`config.mk`:
```
export PLATFORM = sky130hd
export DESIGN_NAME = pic_front
export DESIGN_NICKNAME = d
export VERILOG_FILES = /design/src/design/pic_pkg.sv /design/src/design/pic_front.sv
export SDC_FILE = /design/constraint.sdc
export NUM_CORES = 1
export LEC_CHECK = 0
export BUFFER_PORTS_ARGS = -buffer_cell sky130_fd_sc_hd__buf_2
export CORE_MARGIN = 2
export CORE_UTILIZATION = 48
export DETAILED_ROUTE_END_ITERATION = 12
export MAX_ROUTING_LAYER = met4
export PLACE_DENSITY = 0.76
export SLEW_MARGIN = 25
export SYNTH_ARGS = -nofsm -noshare
export SYNTH_HDL_FRONTEND = slang
export SYNTH_SLANG_ARGS = --single-unit
export TNS_END_PERCENT = 100
```
`constraint.sdc`:
```
create_clock -name clock -period 3.6 [get_ports clock]
set_input_delay 0 -clock clock [delete_from_list [all_inputs] [get_ports clock]]
set_output_delay 0 -clock clock [all_outputs]
set_load 0.1 [all_outputs]
```
`src/design/pic_pkg.sv`:
```
// ----------------------------------------------------------------------------
// pic_pkg
// shared types, constants and term helpers for the prime implicant cover block
// ----------------------------------------------------------------------------
`default_nettype none

package pic_pkg;

   localparam int MAX_VARS        = 6;
   localparam int TABLE_W         = 64;
   localparam int NV_W            = 3;
   localparam int FIELD_W         = 6;
   localparam int CODE_W          = 2 * FIELD_W;
   localparam int RESULT_LIMIT    = 32;
   localparam int PRIME_ADDR_W    = 12;
   localparam int PRIME_CNT_W     = PRIME_ADDR_W + 1;
   localparam int DEF_ROUND_TERMS = 256;
   localparam int DEF_PRIME_SLOTS = 1024;

   typedef struct packed {
      logic [FIELD_W-1:0] care;
      logic [FIELD_W-1:0] value;
   } term_type;

   typedef struct packed {
      logic [TABLE_W-1:0] table_bits;
      logic [NV_W-1:0]    nv;
   } job_type;

   typedef struct packed {
      logic    valid;
      job_type job;
   } queue_out_type;

   typedef struct packed {
      logic                    en;
      logic [PRIME_ADDR_W-1:0] addr;
      term_type                term;
   } prime_wr_type;

   typedef struct packed {
      logic                   start;
      logic [TABLE_W-1:0]     table_bits;
      logic [PRIME_CNT_W-1:0] nprime;
   } cover_start_type;

   function automatic logic [TABLE_W-1:0] term_cover(input term_type t);
      logic [TABLE_W-1:0] cov;
      cov = '0;
      for (int k = 0; k < TABLE_W; k++) begin
         cov[k] = ((FIELD_W'(k) & t.care) == t.value);
      end
      return cov;
   endfunction

   function automatic logic [TABLE_W-1:0] table_mask(input logic [NV_W-1:0] nv);
      logic [TABLE_W-1:0] m;
      m = '0;
      for (int k = 0; k < TABLE_W; k++) begin
         m[k] = (k < (1 << nv));
      end
      return m;
   endfunction

endpackage

`default_nettype wire

```
`src/design/pic_front.sv`:
```
// ----------------------------------------------------------------------------
// pic_front
// accepts words, clamps the variable count, masks the table, queues jobs
// ----------------------------------------------------------------------------
`default_nettype none

module pic_front
   import pic_pkg::*;
(
   input  wire logic               clock,
   input  wire logic               reset,
   input  wire logic               req_valid,
   output logic                    req_ready,
   input  wire logic [TABLE_W-1:0] req_truth_table,
   input  wire logic [NV_W-1:0]    req_num_vars,
   input  wire logic               engine_ready,
   input  wire logic               pop,
   output queue_out_type           job_q
);

   localparam int QDepth = 2;
   localparam int QPtrW  = $clog2(QDepth);

   job_type            q_mem_ff [QDepth];
   logic [QPtrW-1:0]   wr_ptr_ff;
   logic [QPtrW-1:0]   rd_ptr_ff;
   logic [QPtrW:0]     count_ff;
   logic [NV_W-1:0]    nv_sat;
   job_type            job_new;
   logic               push;

   always_comb begin
      nv_sat = (req_num_vars > NV_W'(MAX_VARS)) ? NV_W'(MAX_VARS) : req_num_vars;
      job_new.nv         = nv_sat;
      job_new.table_bits = req_truth_table & table_mask(nv_sat);
   end

   assign req_ready   = engine_ready && (count_ff != (QPtrW+1)'(QDepth));
   assign push        = req_valid && req_ready;
   assign job_q.valid = (count_ff != '0);
   assign job_q.job   = q_mem_ff[rd_ptr_ff];

   always_ff @(posedge clock) begin
      if (push) begin
         q_mem_ff[wr_ptr_ff] <= job_new;
      end
   end

   always_ff @(posedge clock) begin
      if (reset) begin
         wr_ptr_ff <= '0;
         rd_ptr_ff <= '0;
         count_ff  <= '0;
      end else begin
         if (push) begin
            wr_ptr_ff <= wr_ptr_ff + 1'b1;
         end
         if (pop) begin
            rd_ptr_ff <= rd_ptr_ff + 1'b1;
         end
         case ({push, pop})
            2'b10:   count_ff <= count_ff + 1'b1;
            2'b01:   count_ff <= count_ff - 1'b1;
            default: count_ff <= count_ff;
         endcase
      end
   end

endmodule

`default_nettype wire

```
# Word-level counts from Yosys, hierarchy flattened
# Memory sizes are Yosys's and may differ from the RTL's. A register that Yosys moved wholly into a read port is not among the register bits.
# Index checks and enable logic that the tools add are counted.
# op_classes
reduce_logical	4
n_mux	6
n_eq_ne	3
bitwise_logic	1
shifts	1
add_sub_neg	4
order_cmp	65
# ops
operator	count
7-bit by 32-bit < comparator with 1-bit output, first input constant	32
6-bit by 32-bit < comparator with 1-bit output, first input constant	16
5-bit by 32-bit < comparator with 1-bit output, first input constant	8
4-bit by 32-bit < comparator with 1-bit output, first input constant	4
64-bit bitwise AND	1
3-bit by 32-bit < comparator with 1-bit output, first input constant	2
1-bit by 32-bit < comparator with 1-bit output, first input constant	1
2-bit by 32-bit < comparator with 1-bit output, first input constant	1
1-bit by 3-bit << shifter with 32-bit output, first input constant	1
1-bit 2-to-1 mux	4
2-bit case mux with 2 select lines	1
2-bit nonzero test	2
3-bit > comparator, second input constant	1
3-bit 2-to-1 mux	1
1-bit adder, second input constant	2
2-bit by 1-bit adder with 2-bit output, second input constant	1
2-bit by 1-bit equality test with 1-bit output, second input constant	1
2-bit equality test, second input constant	1
1-bit logical AND	2
2-bit != test, second input constant	1
2-bit by 1-bit subtractor with 2-bit output, second input constant	1
# word_totals
input_bits	72
mem_bits_rw	134
register_bits	4
memories	1
# mem_list
name	depth	width	rd	rd_clocked_by_memory_dff	wr	line_no	source
q_mem_ff	2	67	1	1	1	pic_front.sv:24	job_type q_mem_ff [QDepth];

# Logic depth before layout (Yosys ltp)
# logic_depth
depth_word	5
mapped_depth	6

# Worst setup path before layout
# Ideal clock, no wire load.
# synth_path
kind	flip-flop to flip-flop
startpoint	reg count_ff[0]
endpoint	mem q_mem_ff[0][0] (netlist bit) (enable)
slack_ns	-0.313
arrival_time_ns	3.421
stages_incl_launch_ff	4
synth_period_minus_slack_ns	3.913
t_required_ns	3.108
n_path_buf	0
path_cell_list	dfxtp_1 nand2b_1 nand3_1 nor2_1
# synth_between
elab_chain_cells	5
# synth_rtl
item	line_no	source
from (decl)	pic_front.sv:27	logic [QPtrW:0] count_ff;
from (signal assigned)	pic_front.sv:62	2'b10: count_ff <= count_ff + 1'b1;
from (signal assigned)	pic_front.sv:63	2'b01: count_ff <= count_ff - 1'b1;
from (signal assigned)	pic_front.sv:64	default: count_ff <= count_ff;
2-bit != test	pic_front.sv:38	assign req_ready = engine_ready && (count_ff != (QPtrW+1)'(QDepth));
1-bit logical AND	pic_front.sv:38	
1-bit logical AND	pic_front.sv:39	assign push = req_valid && req_ready;
1-bit 2-to-1 mux	pic_front.sv:44	if (push) begin
1-bit 2-to-1 mux (implied by the code)	pic_front.sv:45	q_mem_ff[wr_ptr_ff] <= job_new;
to (decl)	pic_front.sv:24	
# No other way between the ends.

==> flow_summary.json <==
{
  "synthCells": 311,
  "powerDensity_nw_per_um2": 614,
  "fin_cells": 676,
  "drive_gt1_share_pct": 45.6,
  "ys_ff_latch": 139,
  "wl_um": 11200,
  "ant_nets": 0,
  "dpl.hpwl_um": 6300,
  "fin_tns_setup_ps": 0,
  "fillers": 794,
  "cts_buffers": 17,
  "num_vias": 3391,
  "rsz0062_at_grt": "false",
  "antenna_found_initial": 0,
  "period_minus_slack_ps": 2260,
  "cap_violations": 0,
  "crit_type": "flip-flop to output port",
  "cp_data_required_time_ps": 3600,
  "fmax_ghz": 0.442,
  "post_cts_resized": 0,
  "antennaDiodeCount": 0,
  "final_max_slew_viol_count": 0,
  "synth-async-reset-ratio_pct": 0,
  "numPortBuffers": 140,
  "dp_cells": 577,
  "core-area_um2": 11300,
  "worst-path-max-fanout": 38,
  "postCtsHoldBufs": 68,
  "drt_iter0_drc": 195,
  "drt_pre_antenna_iters": 4,
  "final.period_utilization_pct": 62.9,
  "die_x_um": 111,
  "cts_tree": "yes",
  "postCtsSetupRepairBufs": 0,
  "clk_path_buf_depth": 2,
  "arrival_ps": 2260,
  "boundaryPins": 141,
  "ir_drop_v": 0.000367,
  "cp-end-kind": "output port",
  "clk_pin_slew_worst_paths_ps": 60,
  "synth_nets": 384,
  "status": "completed",
  "tightest_slew_ps": 898,
  "rows": 39,
  "drc": 0,
  "yosys_warnings": 0,
  "clock-sinks": 139,
  "layout_common_cells": "140 x buf_2, 134 x edfxtp_1, 68 x mux2_2, 68 x dlygate4sd3_1, 32 x and3_1",
  "synth_cell_types": 23,
  "gp_congestion": 0.699,
  "drt-vias-per-instance": 5.02,
  "die-area_um2": 12400,
  "synth-edff-count": 134,
  "synth.avg_cell_area_um2": 17.7,
  "grt_pass1_vias": 3619,
  "start_kind": "flip-flop",
  "grt_overflow": 0,
  "slew_headroom_pct": 40.1,
  "clock_latency_ps": 410,
  "ys_seq_area_share_pct": 74.7,
  "post_drt_wl_per_cell_um": 16.6,
  "netlist_area_um2": 5520,
  "die_h_um": 111,
  "grt_max_degree": 68,
  "groute.usage.overall_pct": 18.7,
  "grt_pass1_wl_um": 17300,
  "cts_root_buffer": "clkbuf_16",
  "h-tree-depth": 4,
  "layout_commonest_cell": "buf_2",
  "ys.flop_type": "edfxtp_1",
  "hp-class": "input port to flip-flop",
  "start_util_pct": 48.8,
  "areaGrowthSynthToFinish_pct": 38.2,
  "hold_viol": 0,
  "p_leak_nw": 3.02,
  "fin_skew_ps": 8.09,
  "finalSetupViolCount": 0,
  "final_nets": 594
}
==> logic make-up (layout without fill, tap and decap cells) <==
| kind of cell | after synthesis | in the layout | share of synthesized area (%) |
|---|---|---|---|
| flip-flops | 139 | 139 | 74.7 |
| AND/OR/NAND/NOR | 72 | 72 | 7.91 |
| multiplexers | 68 | 68 | 13.9 |
| buffers and inverters | 20 | 242 | 1.81 |
| AO/OA/AOI/OAI | 8 | 8 | 0.975 |
| XOR/XNOR | 3 | 3 | 0.476 |
| adder cells (fa/ha/maj) | 1 | 1 | 0.227 |
==> layer usage <==
metal / up-vias / global-route usage, % / wire (µm)
met5: - / - / 0
met2: 115 / 31.8 / 5830
met1: 1656 / 21.4 / 4640
li1: 1601 / - / -
met3: 19 / 3.94 / 512
met4: 0 / 8.56 / 249
==> area by class of cell <==
type	count	area, µm²	area share [%]
clock inverters	13	175	2.30
flip-flops and latches	139	4130	54.1
repair buffers	211	1420	18.6
clock buffers	18	429	5.63
multi-input cells	152	1300	17.1
well taps	143	179	2.35
==> where the power goes <==
group	internal, W	switching [W]	leakage [nW]	total (W)
clock network	0.00115	0.000622	0.291	0.00177
registers	0.00187	0.0000353	1.29	0.00190
logic	0.000243	0.000773	1.44	0.00102
total	0.00326	0.00143	3.02	0.00469
==> state kept, by name (all words and copies together), names as in the netlist, named ones only <==
name / flops
wr_ptr_ff: 1
q_mem_ff: 134
rd_ptr_ff: 1
count_ff: 2
==> stage by stage <==
step | area [µm²] | hold WS (ps) | worst slack, ps | power (W) | utilization, %
2_1_floorplan | 5520 | 69.1 | 161 | 0.00274 | -
3_3_place_gp | 6340 | 192 | 1690 | 0.00288 | 56.0
3_5_place_dp | 6340 | 194 | 1650 | 0.00289 | 56.0
4_1_cts | 7630 | 50.5 | 1290 | 0.00471 | 67.4
5_1_grt | 7630 | 53.3 | 1210 | 0.00483 | 67.4
6_report | 7630 | 62.0 | 1340 | 0.00469 | 67.4
==> worst max-delay path: stages (launching register included) <==
cell and delay (ps):
dfxtp_2 840, buf_12 320, mux2_2 380, buf_2 300
==> Yosys cell counts (2+ instances only) <==
cell      number  area, µm²
a21oi_1        2       10.0
and2_1        25        156
and3_1        33        206
buf_2          4       20.0
buf_4          5       37.5
clkbuf_1      10       37.5
dfxtp_1        5        100
edfxtp_1     134       4020
mux2_2        68        766
nor2_1         5       18.8
nor2b_1        5       31.3
o21a_1         3       22.5
xnor2_1        2       17.5
==> path summary, 6_finish.rpt <==
kind / start / end / slack [ps] / depth (start not counted)
setup reg to reg: count_ff[0] / q_mem_ff[1][51] / 1630 / 4
hold / removal: req_num_vars[0] / q_mem_ff[0][0] / 60 / 2
setup / recovery: flip-flop / job_q[61] / 1340 / 3
hold reg to reg: count_ff[1] / count_ff[1] / 510 / 2
Note: power is estimated with default switching activity, not from simulation.
